File: config.mk
export PLATFORM = sky130hd
export DESIGN_NAME = humidity_temp_frame_decoder
export DESIGN_NICKNAME = d
export VERILOG_FILES = /design/src/hw/rtl/htfd_pkg.sv /design/src/hw/rtl/humidity_temp_frame_decoder.sv
export SDC_FILE = /design/constraint.sdc
export NUM_CORES = 1
export LEC_CHECK = 0
export BUFFER_PORTS_ARGS = -buffer_cell sky130_fd_sc_hd__buf_4
export CAP_MARGIN = 10
export CORE_MARGIN = 1
export CORE_UTILIZATION = 48
export DETAILED_ROUTE_END_ITERATION = 8
export GPL_ROUTABILITY_DRIVEN = 0
export GPL_TIMING_DRIVEN = 0
export PLACE_DENSITY = 0.66
export SLEW_MARGIN = 10
export SYNTH_ARGS = -nofsm -noshare
export SYNTH_HDL_FRONTEND = slang
export SYNTH_SLANG_ARGS = --single-unit
File: constraint.sdc
create_clock -name clk -period 7 [get_ports clk]
set_clock_uncertainty 0.2 [all_clocks]
set_input_delay 0.7 -clock clk [delete_from_list [all_inputs] [get_ports clk]]
set_output_delay 0.7 -clock clk [all_outputs]
set_load 0.02 [all_outputs]
File: src/hw/rtl/htfd_pkg.sv
`timescale 1ns / 1ps
// ----------------------------------------------------------------------------
// htfd_pkg
// Shared types, constants and helper functions for the humidity/temperature
// response frame decoder.
// ----------------------------------------------------------------------------
package htfd_pkg;

  localparam logic [7:0] CRC_INIT = 8'hFF;
  localparam logic [7:0] CRC_POLY = 8'h31;

  localparam logic [2:0] POS_TEMP_HI  = 3'd0;
  localparam logic [2:0] POS_TEMP_LO  = 3'd1;
  localparam logic [2:0] POS_TEMP_CRC = 3'd2;
  localparam logic [2:0] POS_HUM_HI   = 3'd3;
  localparam logic [2:0] POS_HUM_LO   = 3'd4;
  localparam logic [2:0] POS_HUM_CRC  = 3'd5;

  localparam logic [14:0] TEMP_SPAN   = 15'd17500;
  localparam logic [14:0] HUM_SPAN    = 15'd10000;
  localparam logic signed [15:0] TEMP_OFFSET = 16'sd4500;

  typedef enum logic [1:0] {
    ST_OK       = 2'd0,
    ST_TEMP_CRC = 2'd1,
    ST_HUM_CRC  = 2'd2
  } status_t;

  function automatic logic [7:0] crc8_byte(input logic [7:0] crc, input logic [7:0] b);
    logic [7:0] c;
    c = crc ^ b;
    for (int i = 0; i < 8; i++) begin
      if (c[7]) begin
        c = {c[6:0], 1'b0} ^ CRC_POLY;
      end else begin
        c = {c[6:0], 1'b0};
      end
    end
    return c;
  endfunction

  // floor(x / 65535) for x below 2^31: one add and one compare correction
  function automatic logic [15:0] div_65535(input logic [30:0] x);
    logic [14:0] q0;
    logic [16:0] r;
    q0 = x[30:16];
    r  = {1'b0, x[15:0]} + {2'b00, q0};
    return {1'b0, q0} + {15'd0, (r >= 17'd65535)};
  endfunction

endpackage

File: src/hw/rtl/humidity_temp_frame_decoder.sv
`timescale 1ns / 1ps
// ----------------------------------------------------------------------------
// humidity_temp_frame_decoder
// Decodes a six-byte sensor measurement response into temperature and
// humidity in hundredths, with CRC-8 checking of both words.
// ----------------------------------------------------------------------------
// Takes one response byte per cycle while in_stall is low, with no gaps
// needed between frames; a frame_start byte restarts the frame and drops any
// partial one. The CRC-8 runs on each word byte as it arrives, and the scaling
// of both words goes through a two-register path (constant multiply, then
// divide-by-65535 correction) once the sixth byte is accepted. Input is held
// off only while both scaling registers are full and the output stalls.
module humidity_temp_frame_decoder (
  input  logic               clk,
  input  logic               rst,
  input  logic               in_valid,
  output logic               in_stall,
  input  logic [7:0]         data_byte,
  input  logic               frame_start,
  output logic               out_valid,
  input  logic               out_stall,
  output logic signed [14:0] temperature_centi,
  output logic [13:0]        humidity_centi,
  output logic [1:0]         status
);
  import htfd_pkg::*;

  logic [2:0]  byte_position;
  logic [7:0]  running_crc;
  logic [15:0] temp_word;
  logic [15:0] hum_word;
  logic        temp_check_ok;

  logic        mid_valid;
  status_t     mid_status;
  logic [30:0] prod_temp;
  logic [29:0] prod_hum;

  logic [2:0]  pos;
  logic [7:0]  crc_next;
  logic        in_accept;
  logic        fire_last;
  logic        out_load;
  logic        mid_load;
  status_t     status_next;
  logic [15:0] q_temp;
  logic [15:0] q_hum;
  logic signed [15:0] temp_full;

  assign out_load  = !out_valid || !out_stall;
  assign mid_load  = !mid_valid || out_load;
  assign in_stall  = !mid_load;
  assign in_accept = in_valid && !in_stall;

  always_comb begin
    pos = (frame_start || byte_position > POS_HUM_CRC) ? POS_TEMP_HI : byte_position;
    if (pos == POS_TEMP_HI || pos == POS_HUM_HI) begin
      crc_next = crc8_byte(CRC_INIT, data_byte);
    end else begin
      crc_next = crc8_byte(running_crc, data_byte);
    end
    fire_last = in_accept && (pos == POS_HUM_CRC);
    if (!temp_check_ok) begin
      status_next = ST_TEMP_CRC;
    end else if (running_crc != data_byte) begin
      status_next = ST_HUM_CRC;
    end else begin
      status_next = ST_OK;
    end
    q_temp    = div_65535(prod_temp);
    q_hum     = div_65535({1'b0, prod_hum});
    temp_full = $signed({1'b0, q_temp[14:0]}) - TEMP_OFFSET;
  end

  // frame state: advance on every accepted request
  always_ff @(posedge clk) begin
    if (rst) begin
      byte_position <= POS_TEMP_HI;
      running_crc   <= CRC_INIT;
      temp_check_ok <= 1'b0;
    end else if (in_accept) begin
      byte_position <= (pos == POS_HUM_CRC) ? POS_TEMP_HI : pos + 3'd1;
      case (pos)
        POS_TEMP_HI, POS_TEMP_LO, POS_HUM_HI, POS_HUM_LO: running_crc <= crc_next;
        POS_TEMP_CRC: temp_check_ok <= (running_crc == data_byte);
        default: ;
      endcase
    end
  end

  always_ff @(posedge clk) begin
    if (in_accept) begin
      case (pos)
        POS_TEMP_HI: temp_word[15:8] <= data_byte;
        POS_TEMP_LO: temp_word[7:0]  <= data_byte;
        POS_HUM_HI:  hum_word[15:8]  <= data_byte;
        POS_HUM_LO:  hum_word[7:0]   <= data_byte;
        default: ;
      endcase
    end
  end

  // scaling stage: constant multiply of both words
  always_ff @(posedge clk) begin
    if (rst) begin
      mid_valid <= 1'b0;
    end else if (mid_load) begin
      mid_valid <= fire_last;
    end
  end

  always_ff @(posedge clk) begin
    if (fire_last) begin
      mid_status <= status_next;
      prod_temp  <= 31'(temp_word) * 31'(TEMP_SPAN);
      prod_hum   <= 30'(hum_word) * 30'(HUM_SPAN);
    end
  end

  // result stage: divide by 65535 and offset, zeroing both fields on a CRC error
  always_ff @(posedge clk) begin
    if (rst) begin
      out_valid <= 1'b0;
    end else if (out_load) begin
      out_valid <= mid_valid;
    end
  end

  always_ff @(posedge clk) begin
    if (out_load && mid_valid) begin
      status <= mid_status;
      if (mid_status == ST_OK) begin
        temperature_centi <= temp_full[14:0];
        humidity_centi    <= q_hum[13:0];
      end else begin
        temperature_centi <= '0;
        humidity_centi    <= '0;
      end
    end
  end

`ifndef SYNTH
  a_pos_range: assert property (@(posedge clk) disable iff (rst)
    byte_position <= POS_HUM_CRC)
    else $error("byte position out of range");

  a_last_byte_loads: assert property (@(posedge clk) disable iff (rst)
    fire_last |=> mid_valid)
    else $error("sixth byte did not load scaling stage");

  a_mid_held: assert property (@(posedge clk) disable iff (rst)
    mid_valid && !out_load |=> mid_valid && $stable(prod_temp) && $stable(prod_hum))
    else $error("pending result lost in scaling stage");

  a_error_zero: assert property (@(posedge clk) disable iff (rst)
    out_valid && status != ST_OK |-> temperature_centi == 15'sd0 && humidity_centi == 14'd0)
    else $error("error result carries nonzero fields");

  a_hum_range: assert property (@(posedge clk) disable iff (rst)
    out_valid |-> humidity_centi <= 14'd10000)
    else $error("humidity above full scale");
`endif

endmodule

==> reports/metrics.cfg <==
[outcome]
status=complete, no violations

[synthesis]
synth_mux_area_share_pct=0.426
synth_warnings=0
synth_simple_gate_area_share_pct=9.98
mappedNetlistArea_mm2=0.0123
syn_inst=1192
synthAdderAreaFrac_pct=33.2
synth_top_area_share_pct=29.2
ys.flop_type=edfxtp_1
synthArstFlopShare_pct=0
avgSynthCellArea_um2=10.4
synth-xor-area-share_pct=6.74
yosysMostFrequentCell=inv_1
syn-num-nets=1483
yosysTopAreaCell=edfxtp_1
synth_top_family_by_area=adder cells
synth_commonest_cells=inv_1 (223), ha_1 (196), edfxtp_1 (120)
synthDistinctLibCells=62
ys_top_cells_by_area=edfxtp_1 (29%), ha_1 (20%), fa_1 (13%)
synth-seq-cells=134
synth_edf_count=120
synth_compound_area_share_pct=10.9
ys_seq_area_share_pct=31.5

[timing]
relSlewSlack_pct=20.9
setup_viol=0
rsz0062_at_grt=no
fmax_mhz=174
drv_slew=0
tightestPinTransition_ps=1180
period_share_pct=82.1
min_period_ps=5750
hold_violations=0
final.setup.tns_ps=0

[critical_path]
start_kind=flip-flop
cp-end-kind=flip-flop
rr_startpoint=temp_word[10]
reg2reg_slack_ps=1250
cp.arrival_ps=5710
rr_worst_depth=18
path_class=flip-flop to flip-flop
path_max_fanout=6
required_ps=6960
reg2reg_to=prod_temp[30]

[route]
antenna_left=0
wire_per_inst_um=15.1
first_iter_violations=367
first_pass_iters=6
viasPerCell=5.28
vias=8465
routed_wl_mm=24.1
post-route-drc-count=0

[final_layout]
drive_above_1_share_pct=7.78
num_antenna_cells=0
fin_util_pct=54.9
fin_cells=1603
finalNetCount=1551
syn_to_final_growth_pct=12.0

[clock_network]
cts_buffers=17
clock_sinks=134
cts-root-buf=clkbuf_16
cts_tree=done
cts_setup_buffers=0
cts_resized=0
clk_pin_slew_ps=70
hold_buffers=0
cts-htree-levels=4
clk_latency_ps=420
cts_buffer_depth=2

[placement]
port_buffers=45
place_inst=1571
dpl.hpwl_mm=19.6

[floorplanning]
num_rows=58
fp.dieW_um=162
initial_core_util_pct=49.0
core_area_mm2=0.0252
die_area_mm2=0.0264
io_pins=46
die_h_um=162

[min_path]
hp-class=flip-flop to flip-flop
hold_end=status[1]
whs_path_depth=0
hp-start=mid_status[1]

[global_route]
grt_use_met1_pct=26.4
grt_max_degree=31
grt_usage_pct=19.6
antenna_found_initial=0
grt_util_met2_pct=31.4
grt_pass1_vias=8347
overflow=0
globalRoute.busiestLayer=met2
met3_usage_pct=3.90
grt_pass1_wl_mm=40.6

[power]
power_density_mw_per_mm2=213
ir_worst_vdd_v=0.000189
power_mw=2.94
p_leak_nw=6.40

[run]
cap_viol_max_count=0

-- critical path, stage by stage, from the launching register on --
cell	delay, ps
edfxtp_1	570
ha_1	360
inv_1	50
fa_1	500
inv_1	40
ha_1	300
fa_1	490
inv_1	60
fa_1	550
inv_1	50
ha_1	350
a21oi_2	170
a21oi_1	110
a2111o_1	460
a31oi_4	220
o21ai_2	110
and3_1	190
or3_4	380
a311o_1	330
-- stage by stage --
step	setup WS [ps]	hold WS, ps	cell area [um^2]
floorplan	1650	242	12300
global placement	1300	256	13100
detailed placement	1300	257	13200
CTS	1230	272	13800
global route	1050	288	13800
finish	1250	273	13800
-- flip-flops by register name (all words and copies together), names as in the netlist --
name and count:
temp_check_ok 1, running_crc 8, prod_temp 29, mid_status 2, byte_position 3, mid_valid 1, status 2, out_valid 1
humidity_centi 14, hum_word 16, prod_hum 26, temp_word 16, temperature_centi 15
-- cells by family after synthesis --
family	Yosys count
compound gates	197
mux	5
buf+inv	240
xor+xnor	95
simple gates	243
flops	134
fa+ha+maj	278
-- where the power goes --
group	internal, mW	switching [mW]	leakage [nW]
logic	0.444	0.580	4.83
clock network	0.578	0.391	0.306
registers	0.930	0.0174	1.26
-- worst max path at each step --
stage                              from             to  slack, ps
after global placement    temp_word[10]  prod_temp[30]       1300
after CTS                 temp_word[10]  prod_temp[30]       1230
after floorplan           temp_word[10]  prod_temp[30]       1650
after global routing      temp_word[10]  prod_temp[30]       1050
final                     temp_word[10]  prod_temp[30]       1250
after detailed placement  temp_word[10]  prod_temp[30]       1300
-- per-layer routing --
layer	vias to the layer above	share of wire (%)
li1	4269	-
met3	42	4.6
met5	-	0
met1	3968	48
met2	186	45
met4	0	2.8
-- cells in the final DEF (no fill, tap or decap), drive strengths merged, types with 4 or more instances in the layout --
master / netlist / routed
nor3: 24 / 24
and2: 8 / 8
xnor2: 63 / 63
o21ai: 35 / 35
o211ai: 7 / 7
or2: 4 / 4
nor3b: 5 / 5
nor2b: 12 / 12
buf: 1 / 50
nand2: 41 / 41
a31oi: 13 / 13
dfxtp: 14 / 14
inv: 223 / 231
o31ai: 5 / 5
o21bai: 5 / 5
fa: 82 / 82
nand2b: 15 / 15
nand4b: 4 / 4
ha: 196 / 196
or3: 6 / 6
nor2: 66 / 66
o21a: 7 / 7
a21o: 20 / 20
xor2: 32 / 32
clkbuf: 16 / 33
a2111oi: 5 / 5
a211oi: 16 / 16
o22ai: 4 / 4
edfxtp: 120 / 120
and3: 11 / 11
a211o: 11 / 11
nor4: 5 / 5
nand4: 10 / 10
nand3: 23 / 23
o2111ai: 4 / 4
a21oi: 46 / 46
-- final cells by class --
class                      count  area (um^2)
fill                        2221        11400
inverter                     223          837
sequential                   134         3880
buffer                        17         65.1
clock buffer                  17          425
tap                          330          413
clock inverter                15          210
multi-input combinational    818         7580
timing repair buffer          49          405
Power figures use the tool's default switching activity.
